$ cat config.mk
export PLATFORM = sky130hd
export DESIGN_NAME = per_channel_hsv_led_fader
export DESIGN_NICKNAME = d
export VERILOG_FILES = /design/src/sv/hsvf_pkg.sv /design/src/sv/per_channel_hsv_led_fader.sv /design/src/sv/hsvf_front.sv /design/src/sv/hsvf_back.sv
export SDC_FILE = /design/constraint.sdc
export NUM_CORES = 2
export LEC_CHECK = 0
export BUFFER_PORTS_ARGS = -buffer_cell sky130_fd_sc_hd__buf_4
export CORE_MARGIN = 3
export CORE_UTILIZATION = 40
export DETAILED_ROUTE_END_ITERATION = 16
export PLACE_DENSITY = 0.57
export RECOVER_POWER = 25
export SETUP_SLACK_MARGIN = 0.02
export SLEW_MARGIN = 20
export SYNTH_ARGS = -nofsm -noshare
export SYNTH_HDL_FRONTEND = slang
export SYNTH_SLANG_ARGS = --single-unit
$ cat constraint.sdc
create_clock -name clk -period 8.5 [get_ports clk]
set_clock_uncertainty 0.2 [all_clocks]
set_input_delay 1.7 -clock clk [delete_from_list [all_inputs] [get_ports clk]]
set_output_delay 1.7 -clock clk [all_outputs]
set_load 0.02 [all_outputs]
$ cat src/sv/hsvf_pkg.sv
// ----------------------------------------------------------------------------
// hsvf_pkg
// shared types and constants for the per-channel hsv led fader
// ----------------------------------------------------------------------------
package hsvf_pkg;

  typedef enum logic [3:0] {
    REQ_TICK       = 4'd0,
    REQ_NOTE_ON    = 4'd1,
    REQ_NOTE_OFF   = 4'd2,
    REQ_BEND       = 4'd3,
    REQ_RESTORE_BG = 4'd4,
    REQ_CLEAR_LEDS = 4'd5,
    REQ_FULL_RESET = 4'd6,
    REQ_FADE_ALL   = 4'd7,
    REQ_SET_TARGET = 4'd8,
    REQ_SET_BG     = 4'd9
  } req_t;

  localparam logic ADDR_STEP_LIM = 1'b0;
  localparam logic ADDR_BEND_RNG = 1'b1;

  localparam logic [7:0] STEP_LIM_RST = 8'd4;
  localparam logic [3:0] BEND_RNG_RST = 4'd2;
  localparam logic [7:0] SAT_BASE     = 8'd79;

  typedef struct packed {
    logic [7:0] h;
    logic [7:0] s;
    logic [7:0] v;
  } hsv_t;

  // front to back queue entry
  typedef struct packed {
    logic [3:0]  req;
    logic [2:0]  channel;
    logic [6:0]  note;
    logic [15:0] bend;
    hsv_t        col;
  } cmd_t;

  typedef enum logic [1:0] {
    ST_IDLE,
    ST_EXEC,
    ST_TICK
  } back_state_t;

  // led start for each channel
  function automatic logic [4:0] led_map(input logic [2:0] ch);
    logic [4:0] r;
    case (ch)
      3'd0: r = 5'd12;
      3'd1: r = 5'd16;
      3'd2: r = 5'd8;
      3'd3: r = 5'd20;
      3'd4: r = 5'd4;
      3'd5: r = 5'd24;
      3'd6: r = 5'd0;
      default: r = 5'd28;
    endcase
    return r;
  endfunction

  // rainbow hue floor(n*53/5) for n in 0..23
  function automatic logic [7:0] rainbow_hue(input logic [4:0] n);
    logic [7:0] r;
    case (n)
      5'd0: r = 8'd0;     5'd1: r = 8'd10;    5'd2: r = 8'd21;
      5'd3: r = 8'd31;    5'd4: r = 8'd42;    5'd5: r = 8'd53;
      5'd6: r = 8'd63;    5'd7: r = 8'd74;    5'd8: r = 8'd84;
      5'd9: r = 8'd95;    5'd10: r = 8'd106;  5'd11: r = 8'd116;
      5'd12: r = 8'd127;  5'd13: r = 8'd137;  5'd14: r = 8'd148;
      5'd15: r = 8'd159;  5'd16: r = 8'd169;  5'd17: r = 8'd180;
      5'd18: r = 8'd190;  5'd19: r = 8'd201;  5'd20: r = 8'd212;
      5'd21: r = 8'd222;  5'd22: r = 8'd233;  5'd23: r = 8'd243;
      default: r = 8'd0;
    endcase
    return r;
  endfunction

endpackage

$ cat src/sv/per_channel_hsv_led_fader.sv
// ----------------------------------------------------------------------------
// per_channel_hsv_led_fader
// hsv color keeper and fader for a set of led channels
// ----------------------------------------------------------------------------
// usage:
//   a command is taken when start is high and busy is low; commands with no
//   effect (unused codes, channel out of range) are dropped at the front
//   other commands enter a two entry queue that feeds the back end
//   each result is shown for one cycle with out_valid high; out_last marks
//   the final result of a transaction; the receiver cannot stall
// flow:
//   a single-channel command waits in the queue while the back end is busy,
//   then passes its idle and exec states; its result is registered to the
//   outputs; a tick walks every channel, one per cycle, in the tick state;
//   the back end sequencer sets the rate and pops the queue only in idle
// reset:
//   colors clear to zero, targets become rainbow, fades stop,
//   the fade step limit returns to 4 and the bend range to 2
// ----------------------------------------------------------------------------
module per_channel_hsv_led_fader #(
  parameter int CHANNELS = 8,
  parameter int LEDS_PER_CHANNEL = 4
) (
  input  logic        clk,
  input  logic        rst_n,
  input  logic        start,
  output logic        busy,
  input  logic [3:0]  in_req_type,
  input  logic [2:0]  in_channel,
  input  logic [6:0]  in_note,
  input  logic signed [15:0] in_bend,
  input  logic [6:0]  in_color_hue,
  input  logic [6:0]  in_color_sat,
  input  logic [6:0]  in_color_val,
  output logic        out_valid,
  output logic [2:0]  out_channel,
  output logic [4:0]  out_led_start,
  output logic [7:0]  out_hue,
  output logic [7:0]  out_sat,
  output logic [7:0]  out_val,
  output logic        out_clear_all,
  output logic        out_last,
  input  logic        psel,
  input  logic        penable,
  input  logic        pwrite,
  input  logic [2:0]  paddr,
  input  logic [31:0] pwdata,
  output logic [31:0] prdata,
  output logic        pready
);
  import hsvf_pkg::*;

  // config registers
  logic [7:0] step_lim_r;
  logic [3:0] bend_rng_r;
  logic       wr_en;
  logic       unused_leds;

  assign unused_leds = (LEDS_PER_CHANNEL > 0);
  assign pready = 1'b1;
  assign wr_en  = psel && penable && pwrite && unused_leds;

  always_ff @(posedge clk) begin
    if (!rst_n) begin
      step_lim_r <= STEP_LIM_RST;
      bend_rng_r <= BEND_RNG_RST;
    end else if (wr_en) begin
      if (paddr[2] == ADDR_STEP_LIM) step_lim_r <= pwdata[7:0];
      if (paddr[2] == ADDR_BEND_RNG) bend_rng_r <= pwdata[3:0];
    end
  end

  always_comb begin
    prdata = '0;
    if (paddr[1:0] == 2'd0) begin
      if (paddr[2] == ADDR_STEP_LIM) prdata = {24'd0, step_lim_r};
      else                           prdata = {28'd0, bend_rng_r};
    end
  end

  cmd_t cmd_in, q_data;
  logic q_valid, q_pop;

  always_comb begin
    cmd_in.req     = in_req_type;
    cmd_in.channel = in_channel;
    cmd_in.note    = in_note;
    cmd_in.bend    = in_bend;
    cmd_in.col     = '{{in_color_hue, 1'b0}, {in_color_sat, 1'b0}, {in_color_val, 1'b0}};
  end

  hsvf_front #(.CHANNELS(CHANNELS)) u_front (
    .clk(clk), .rst_n(rst_n), .start(start), .busy(busy), .cmd_in(cmd_in),
    .q_valid(q_valid), .q_data(q_data), .q_pop(q_pop)
  );

  hsvf_back #(.CHANNELS(CHANNELS)) u_back (
    .clk(clk), .rst_n(rst_n), .q_valid(q_valid), .q_data(q_data), .q_pop(q_pop),
    .step_lim(step_lim_r), .bend_rng(bend_rng_r),
    .out_strobe(out_valid), .out_channel(out_channel), .out_led_start(out_led_start),
    .out_hue(out_hue), .out_sat(out_sat), .out_val(out_val),
    .out_clear_all(out_clear_all), .out_last(out_last)
  );

endmodule

$ cat src/sv/hsvf_front.sv
// ----------------------------------------------------------------------------
// hsvf_front
// accepts commands, drops ones that do nothing, queues the rest
// ----------------------------------------------------------------------------
module hsvf_front #(
  parameter int CHANNELS = 8
) (
  input  logic               clk,
  input  logic               rst_n,
  input  logic               start,
  output logic               busy,
  input  hsvf_pkg::cmd_t     cmd_in,
  output logic               q_valid,
  output hsvf_pkg::cmd_t     q_data,
  input  logic               q_pop
);
  import hsvf_pkg::*;

  // two entry queue
  cmd_t       mem_r [2];
  logic       wp_r, wp_nxt, rp_r, rp_nxt;
  logic [1:0] cnt_r, cnt_nxt;
  logic       keep, push;

  always_comb begin
    keep = 1'b1;
    if (cmd_in.req > 4'(REQ_SET_BG)) begin
      keep = 1'b0;
    end else if (cmd_in.req != 4'(REQ_TICK) && cmd_in.req != 4'(REQ_CLEAR_LEDS) &&
                 cmd_in.req != 4'(REQ_FULL_RESET) && cmd_in.req != 4'(REQ_FADE_ALL) &&
                 32'(cmd_in.channel) >= CHANNELS) begin
      keep = 1'b0;
    end
  end

  assign busy    = (cnt_r == 2'd2);
  assign push    = start && !busy && keep;
  assign q_valid = (cnt_r != 2'd0);
  assign q_data  = mem_r[rp_r];

  always_comb begin
    wp_nxt  = push  ? ~wp_r : wp_r;
    rp_nxt  = q_pop ? ~rp_r : rp_r;
    cnt_nxt = cnt_r + {1'b0, push} - {1'b0, q_pop};
  end

  always_ff @(posedge clk) begin
    if (!rst_n) begin
      wp_r  <= 1'b0;
      rp_r  <= 1'b0;
      cnt_r <= 2'd0;
    end else begin
      wp_r  <= wp_nxt;
      rp_r  <= rp_nxt;
      cnt_r <= cnt_nxt;
    end
  end

  always_ff @(posedge clk) begin
    if (push) begin
      mem_r[wp_r] <= cmd_in;
    end
  end

endmodule

$ cat src/sv/hsvf_back.sv
// ----------------------------------------------------------------------------
// hsvf_back
// carries out queued commands, walks channels one per cycle on a tick
// ----------------------------------------------------------------------------
module hsvf_back #(
  parameter int CHANNELS = 8
) (
  input  logic               clk,
  input  logic               rst_n,
  input  logic               q_valid,
  input  hsvf_pkg::cmd_t     q_data,
  output logic               q_pop,
  input  logic [7:0]         step_lim,
  input  logic [3:0]         bend_rng,
  output logic               out_strobe,
  output logic [2:0]         out_channel,
  output logic [4:0]         out_led_start,
  output logic [7:0]         out_hue,
  output logic [7:0]         out_sat,
  output logic [7:0]         out_val,
  output logic               out_clear_all,
  output logic               out_last
);
  import hsvf_pkg::*;

  localparam int CW = (CHANNELS > 1) ? $clog2(CHANNELS) : 1;

  hsv_t cur_r [CHANNELS];
  hsv_t bg_r  [CHANNELS];
  hsv_t tgt_r [CHANNELS];
  hsv_t note_r[CHANNELS];
  logic [CHANNELS-1:0] rainbow_r, fading_r;

  back_state_t st_r, st_nxt;
  cmd_t        cmd_r;
  logic [CW:0] idx_r, idx_nxt;
  logic [CHANNELS-1:0] pend_r, pend_nxt;   // fading set snapshot for this tick
  logic signed [31:0]  prod_r;              // 255*range*bend, registered
  logic signed [20:0]  bo;                  // bend times range

  logic        o_stb_r, o_clr_r, o_last_r;
  logic [2:0]  o_ch_r;
  hsv_t        o_col_r;

  logic [CW-1:0] ch;
  logic [CW-1:0] tix;
  assign ch  = cmd_r.channel[CW-1:0];
  assign tix = idx_r[CW-1:0];

  // next state
  always_comb begin
    st_nxt = st_r;
    case (st_r)
      ST_IDLE: if (q_valid) begin
        st_nxt = (q_data.req == 4'(REQ_TICK)) ? ST_TICK : ST_EXEC;
      end
      ST_EXEC: st_nxt = ST_IDLE;
      ST_TICK: if (32'(idx_r) == CHANNELS - 1) begin
        st_nxt = ST_IDLE;
      end
      default: st_nxt = ST_IDLE;
    endcase
  end

  assign q_pop   = (st_r == ST_IDLE) && q_valid;
  assign idx_nxt = (st_r == ST_TICK) ? idx_r + 1'b1 : '0;

  always_comb begin
    pend_nxt = pend_r;
    if (q_pop) begin
      pend_nxt = fading_r;
    end else if (st_r == ST_TICK) begin
      pend_nxt[tix] = 1'b0;
    end
  end

  // fade step of one component
  function automatic logic [8:0] step(input logic [7:0] c, input logic [7:0] t,
                                      input logic [7:0] sp);
    logic [8:0] r;
    if (c > t && (c - t) > sp)      r = {1'b1, c - sp};
    else if (t > c && (t - c) > sp) r = {1'b1, c + sp};
    else                             r = {1'b0, t};
    return r;
  endfunction

  // remainder by three of a 4-bit value
  function automatic logic [1:0] mod3(input logic [3:0] x);
    logic [3:0] r;
    r = x;
    if (r >= 4'd12) r = r - 4'd12;
    if (r >= 4'd6)  r = r - 4'd6;
    if (r >= 4'd3)  r = r - 4'd3;
    return r[1:0];
  endfunction

  // bend and pick color
  hsv_t       pick;
  hsv_t       bent;
  logic [3:0] n12;
  logic [4:0] n24;
  logic signed [31:0] num;
  logic signed [31:0] q;
  always_comb begin
    // note mod 24 from the upper bits mod 3 and the low three bits
    n24 = {mod3(cmd_r.note[6:3]), cmd_r.note[2:0]};
    n12 = (n24 >= 5'd12) ? 4'(n24 - 5'd12) : n24[3:0];
    if (rainbow_r[ch]) begin
      pick = '{rainbow_hue(n24), 8'd255, 8'd255};
    end else if (tgt_r[ch].s == 8'd2 && tgt_r[ch].v == 8'd2) begin
      pick = '{tgt_r[ch].h, 8'({n12, 4'd0}) + SAT_BASE, 8'd255};
    end else begin
      pick = tgt_r[ch];
    end
    num  = $signed({19'd0, note_r[ch].h, 5'd0} <<< 8) + prod_r;
    // truncating division by 8192
    q    = (num < 0) ? -((-num) >>> 13) : (num >>> 13);
    bent = '{q[7:0], note_r[ch].s, note_r[ch].v};
  end

  // tick step for current channel
  hsv_t       tk_col;
  logic       tk_moved;
  logic [8:0] sh, ss, sv;
  always_comb begin
    tk_col = cur_r[tix];
    sh = step(cur_r[tix].h, bg_r[tix].h, step_lim);
    ss = step(cur_r[tix].s, bg_r[tix].s, step_lim);
    sv = step(cur_r[tix].v, bg_r[tix].v, step_lim);
    tk_col.v = sv[7:0];
    if (bg_r[tix].v != 8'd0) begin
      tk_col.h = sh[7:0];
      tk_col.s = ss[7:0];
    end
    if (!sv[8] && bg_r[tix].v == 8'd0) begin
      tk_col.h = bg_r[tix].h;
      tk_col.s = bg_r[tix].s;
    end
    tk_moved = sv[8] || (bg_r[tix].v != 8'd0 && (sh[8] || ss[8]));
  end

  logic more_after;
  always_comb begin
    more_after = 1'b0;
    for (int i = 0; i < CHANNELS; i++) begin
      if (pend_r[i] && i > 32'(idx_r)) more_after = 1'b1;
    end
  end

  always_ff @(posedge clk) begin
    if (!rst_n) begin
      st_r      <= ST_IDLE;
      idx_r     <= '0;
      pend_r    <= '0;
      rainbow_r <= '1;
      fading_r  <= '0;
      o_stb_r   <= 1'b0;
      for (int i = 0; i < CHANNELS; i++) begin
        cur_r[i]  <= '0;
        bg_r[i]   <= '0;
        tgt_r[i]  <= '0;
        note_r[i] <= '0;
      end
    end else begin
      st_r    <= st_nxt;
      idx_r   <= idx_nxt;
      pend_r  <= pend_nxt;
      o_stb_r <= 1'b0;
      case (st_r)
        ST_EXEC: begin
          case (cmd_r.req)
            4'(REQ_NOTE_ON): begin
              cur_r[ch] <= pick; note_r[ch] <= pick; fading_r[ch] <= 1'b0;
              o_stb_r <= 1'b1;
            end
            4'(REQ_NOTE_OFF): fading_r[ch] <= 1'b1;
            4'(REQ_BEND): if (note_r[ch].s != 8'd0) begin
              cur_r[ch] <= bent; fading_r[ch] <= 1'b0; o_stb_r <= 1'b1;
            end
            4'(REQ_RESTORE_BG): begin
              cur_r[ch] <= bg_r[ch]; fading_r[ch] <= 1'b0; o_stb_r <= 1'b1;
            end
            4'(REQ_CLEAR_LEDS): o_stb_r <= 1'b1;
            4'(REQ_FULL_RESET): begin
              rainbow_r <= '1; o_stb_r <= 1'b1;
              for (int i = 0; i < CHANNELS; i++) bg_r[i] <= '0;
            end
            4'(REQ_FADE_ALL): fading_r <= '1;
            4'(REQ_SET_TARGET): begin
              tgt_r[ch] <= cmd_r.col; rainbow_r[ch] <= 1'b0;
            end
            4'(REQ_SET_BG): begin
              bg_r[ch] <= cmd_r.col; fading_r[ch] <= 1'b1;
            end
            default: ;
          endcase
        end
        ST_TICK: if (pend_r[tix]) begin
          cur_r[tix] <= tk_col;
          if (!tk_moved) fading_r[tix] <= 1'b0;
          o_stb_r <= 1'b1;
        end
        default: ;
      endcase
    end
  end

  assign bo = $signed(q_data.bend) * $signed({1'b0, bend_rng});

  // payload registers
  always_ff @(posedge clk) begin
    if (q_pop) begin
      cmd_r  <= q_data;
      // times 255 as a shift and subtract
      prod_r <= (32'(bo) <<< 8) - 32'(bo);
    end
    o_clr_r  <= 1'b0;
    o_last_r <= 1'b1;
    o_ch_r   <= 3'(ch);
    o_col_r  <= '0;
    case (st_r)
      ST_EXEC: begin
        case (cmd_r.req)
          4'(REQ_NOTE_ON):    o_col_r <= pick;
          4'(REQ_BEND):       o_col_r <= bent;
          4'(REQ_RESTORE_BG): o_col_r <= bg_r[ch];
          4'(REQ_CLEAR_LEDS), 4'(REQ_FULL_RESET): begin
            o_clr_r <= 1'b1; o_ch_r <= 3'd0;
          end
          default: ;
        endcase
      end
      ST_TICK: begin
        o_ch_r   <= 3'(tix);
        o_col_r  <= tk_col;
        o_last_r <= !more_after;
      end
      default: ;
    endcase
  end

  assign out_strobe    = o_stb_r;
  assign out_channel   = o_ch_r;
  assign out_led_start = o_clr_r ? 5'd0 : led_map(o_ch_r);
  assign out_hue       = o_col_r.h;
  assign out_sat       = o_col_r.s;
  assign out_val       = o_col_r.v;
  assign out_clear_all = o_clr_r;
  assign out_last      = o_last_r;

endmodule
==> impl_table.tex <==
\begin{tabular}{lr}
\hline
Metric & Value \\
\hline
\multicolumn{2}{l}{\textbf{Worst setup path}} \\
Worst R2R Path Depth & 23 \\
Slack of the worst reg-to-reg path & around 1.1 ns \\
Launch point of the worst path & rst\_n \\
Worst Setup Start Kind & input port \\
Data arrival time at the worst-slack endpoint & between 8 and 9 ns \\
Crit path required time & 8.76 ns \\
Worst Path Class, Setup & input port to flop \\
Worst R2R Start & u\_back.idx\_r[0] \\
Endpoint of the most critical setup path & u\_back.cur\_r[1][1] \\
Maximum fanout along the worst path & 40 \\
Crit path capture type & flop \\
Critical R2R Capture & u\_back.cur\_r[3][23] \\
\multicolumn{2}{l}{\textbf{Outcome}} \\
Result of the run & finished with violations \\
Failing checks & capacitance limit, slew limit \\
\multicolumn{2}{l}{\textbf{GRT}} \\
Number of global-route vias before repair & around 36k \\
Wire length of the first global-routing pass & about 250000 um \\
Total global routing overflow & 0 \\
Antenna violations before repair & 5 \\
Total global-route track usage & between 20 and 25\% \\
Pin count of the biggest net entering global routing & 140 \\
\multicolumn{2}{l}{\textbf{Routing}} \\
Via-to-Cell Ratio & approximately 5.8 \\
Detailed Route WL & $\sim$170000 um \\
Wirelength per Cell & about 26 um \\
Total DRC errors in the routed layout & 0 \\
Detailed-routing iteration count for the pre-antenna-repair pass & 5 \\
DRT iter0 DRCs & around 4.2k \\
Number of nets still failing antenna checks after routing & 0 \\
Via count of the routed design & between 30k and 40k \\
\multicolumn{2}{l}{\textbf{Timing}} \\
Minimum clock period after layout & 7.79 ns \\
Worst Max-Slew Pin Slew & between 3 and 4 ns \\
Final count of negative-setup-slack endpoints & 0 \\
Final TNS setup & 0 ns \\
Unrepaired setup endpoints after global routing & false \\
Number of slew-limit violations in the final report & roughly 450 \\
Post-route worst hold slack & between 0.2 and 0.25 ns \\
Final Hold Viols & 0 \\
Highest attainable clock frequency & 128 MHz \\
Tcrit/Tclk final & 91.7\% \\
Rel. slew slack & -116\% \\
PnR worst setup slack & a little over 0.7 ns \\
\multicolumn{2}{l}{\textbf{Synthesis}} \\
Post-synth top area share & approximately half \\
Count of flip-flops with a built-in enable after synthesis & 879 \\
Share of flip-flops with an asynchronous set or reset after synthesis & 0\% \\
Top area cells in the synthesized netlist & edfxtp\_1, mux4\_2, ha\_1 \\
Primary FF master, synth & edfxtp\_1 \\
Sequential fraction of the synthesis area & 52.5\% \\
Synth Cell Area & 53300 um2 \\
Avg Cell Area, Syn & 11.9 um2 \\
Netlist cell types & 109 \\
Number of synthesized register bits & about 960 \\
Count of synthesis-stage warnings from yosys & 0 \\
Synthesized instance count & approximately 4.5k \\
Library cell occupying the most area in the post-synthesis netlist & edfxtp\_1 \\
\multicolumn{2}{l}{\textbf{Pwr}} \\
Combinational share of power & a little under two fifths \\
Leakage power & roughly 24 nW \\
Total power draw & around 17 mW \\
Design internal power & a little over 10 mW \\
Relative contribution of the clock network to total power & between 20\% and 30\% \\
Power Density & $\sim$280 nW/um2 \\
Switching power total & around 6.4 mW \\
Maximum vdd ir drop & around 0.19 mV \\
Switch share & 38.3\% \\
Sequential share of power & between 30\% and 40\% \\
\multicolumn{2}{l}{\textbf{Hold path}} \\
Worst hold path class & flop to flop \\
\multicolumn{2}{l}{\textbf{Clock network}} \\
Clock-pin slew of the registers on the worst-case setup and hold paths & $\sim$0.06 ns \\
TritonCTS clock tree & yes \\
Inserted Clock Buffers & approximately 100 \\
Clock sink count & 959 \\
H-tree depth & 3 \\
Maximum buffer depth of the clock tree & 3 \\
Post\_cts resized & 0 \\
Setup Fix Bufs, Post-CTS & 0 \\
Clock latency at the later pin of the worst-skew pair & between 0.7 and 0.8 ns \\
Number of hold buffers added after cts & 0 \\
Cell chosen for the clock root & clkbuf\_16 \\
\multicolumn{2}{l}{\textbf{Place}} \\
DP Cell Count & between 6k and 7k \\
Port Buf Inserts & 109 \\
Routability congestion estimate & approximately 0.94 \\
HPWL after detailed placement & approximately 110000 um \\
DP Worst Slack & 1.26 ns \\
\multicolumn{2}{l}{\textbf{Run}} \\
Number of violations of the max-capacitance limit & 13 \\
\multicolumn{2}{l}{\textbf{Floorplanning}} \\
\# IOs & approximately 160 \\
DIE WIDTH & around 370 um \\
Rows & about 130 \\
Die area & 138000 um2 \\
Chip height & between 300 and 400 um \\
Standard cell core area & between 100000 and 150000 um2 \\
Starting utilization of the core area & 40.4\% \\
\multicolumn{2}{l}{\textbf{Layout}} \\
Non-filler instance count after layout & between 6k and 7k \\
Storage cell area & around 28000 um2 \\
Count of fill cells added during filler insertion & 12.1k \\
Area of the multi-input gates & $\sim$23000 um2 \\
Commonest cells after routing, fill and taps aside & edfxtp\_1, nor2\_1, and3\_1, nand2\_1, ha\_1 \\
Net total in the final layout & 4869 \\
Fraction of final layout cells sized beyond drive strength 1 & approximately 15\% \\
Layout overhead on the synthesized area & 10.9\% \\
Most common cell after layout, fill and taps aside & edfxtp\_1 \\
\hline
\end{tabular}
==> synthesized netlist by cell type (19+ instances only) <==
library cell / count
a211oi_1: 25
a21boi_0: 27
a21o_1: 49
a21oi_1: 154
a221oi_1: 29
a22o_1: 30
a22oi_1: 66
and2_1: 31
and3_1: 359
buf_1: 21
buf_2: 56
buf_4: 44
clkbuf_1: 190
dfxtp_1: 80
edfxtp_1: 879
fa_1: 46
ha_1: 218
inv_1: 203
mux2_2: 83
mux2i_1: 134
mux4_2: 142
nand2_1: 248
nand2b_1: 26
nand3_1: 51
nor2_1: 489
nor2_2: 42
nor2b_1: 87
nor3_1: 44
nor3b_1: 22
o21a_1: 23
o21ai_0: 114
o21ai_1: 19
o22ai_1: 27
xnor2_1: 85
xor2_1: 39
==> kinds of logic (layout without fill, tap and decap cells) <==
logic type      count (synthesis)  after routing  share of synthesized area, %
compound gates                729            729                          9.76
simple gates                 1489           1489                          14.1
buf+inv                       533            648                          4.39
flops                         959            959                          52.5
xor+xnor                      124            124                          2.04
mux                           360            360                          10.3
other cells                     2             31                        0.0141
fa+ha+maj                     265            265                          6.86
==> worst max-delay path, stage by stage <==
cell	delay, ns
clkbuf_1	1.79
clkbuf_1	1.34
nand2_1	0.46
nor2b_4	0.20
buf_4	0.47
nand2_1	0.18
and2_1	0.30
nand2_4	0.39
nand2_1	0.65
buf_4	0.50
==> routing by layer <==
metal / global-route usage, % / wire length, um / up-vias
met2: 36.9 / 75000 / 1678
met4: 9.03 / 6500 / 2
met5: 0 / 13 / -
met1: 33.9 / 71100 / 18600
li1: - / - / 16600
met3: 5.18 / 15800 / 283
==> layout make-up <==
class                   instances  share of cell area, %
clock inverters                50                  0.719
clock buffers                 142                   4.69
multi-input cells            2994                   39.4
flip-flops and latches        959                   47.4
diodes                          4                 0.0169
repair buffers                248                   2.76
well taps                    1755                   3.71
inverters                     208                   1.32
==> power by group through the flow <==
stage / sequential [mW] / clock [mW] / combinational, mW
after floorplan: 5.92 / 0 / 4.41
after global placement: 6.34 / 0 / 6.13
after detailed placement: 6.36 / 0 / 6.17
after CTS: 6.26 / 4.35 / 6.19
after global routing: 6.33 / 4.54 / 6.69
final: 6.27 / 4.28 / 6.20
==> metrics by stage <==
step | utilization [%] | area (um2)
after floorplan | - | 53400
after global placement | 42.6 | 56200
after detailed placement | 42.6 | 56200
after CTS | 45.0 | 59400
after global routing | 44.8 | 59100
final | 44.8 | 59100
==> how the worst min path moves through the flow <==
stage                                endpoint                start  slack [ns]  cells after the start
after global routing      u_back.rainbow_r[0]  u_back.rainbow_r[0]        0.27                      2
after detailed placement  u_back.rainbow_r[2]  u_back.rainbow_r[2]        0.24                      2
final                     u_back.rainbow_r[0]  u_back.rainbow_r[0]        0.25                      2
after floorplan           u_back.rainbow_r[1]  u_back.rainbow_r[1]        0.22                      2
after CTS                 u_back.rainbow_r[2]  u_back.rainbow_r[2]        0.24                      2
after global placement    u_back.rainbow_r[0]  u_back.rainbow_r[0]        0.23                      2
==> state kept, by name, indices dropped and copies added (netlist names), 30 cells and up, named ones only <==
signal,flops
u_back.tgt_r,168
u_front.mem_r,102
u_back.cur_r,192
u_back.prod_r,30
u_back.note_r,184
u_back.cmd_r,32
u_back.bg_r,168
No activity file was read; power rests on OpenSTA's default activity.
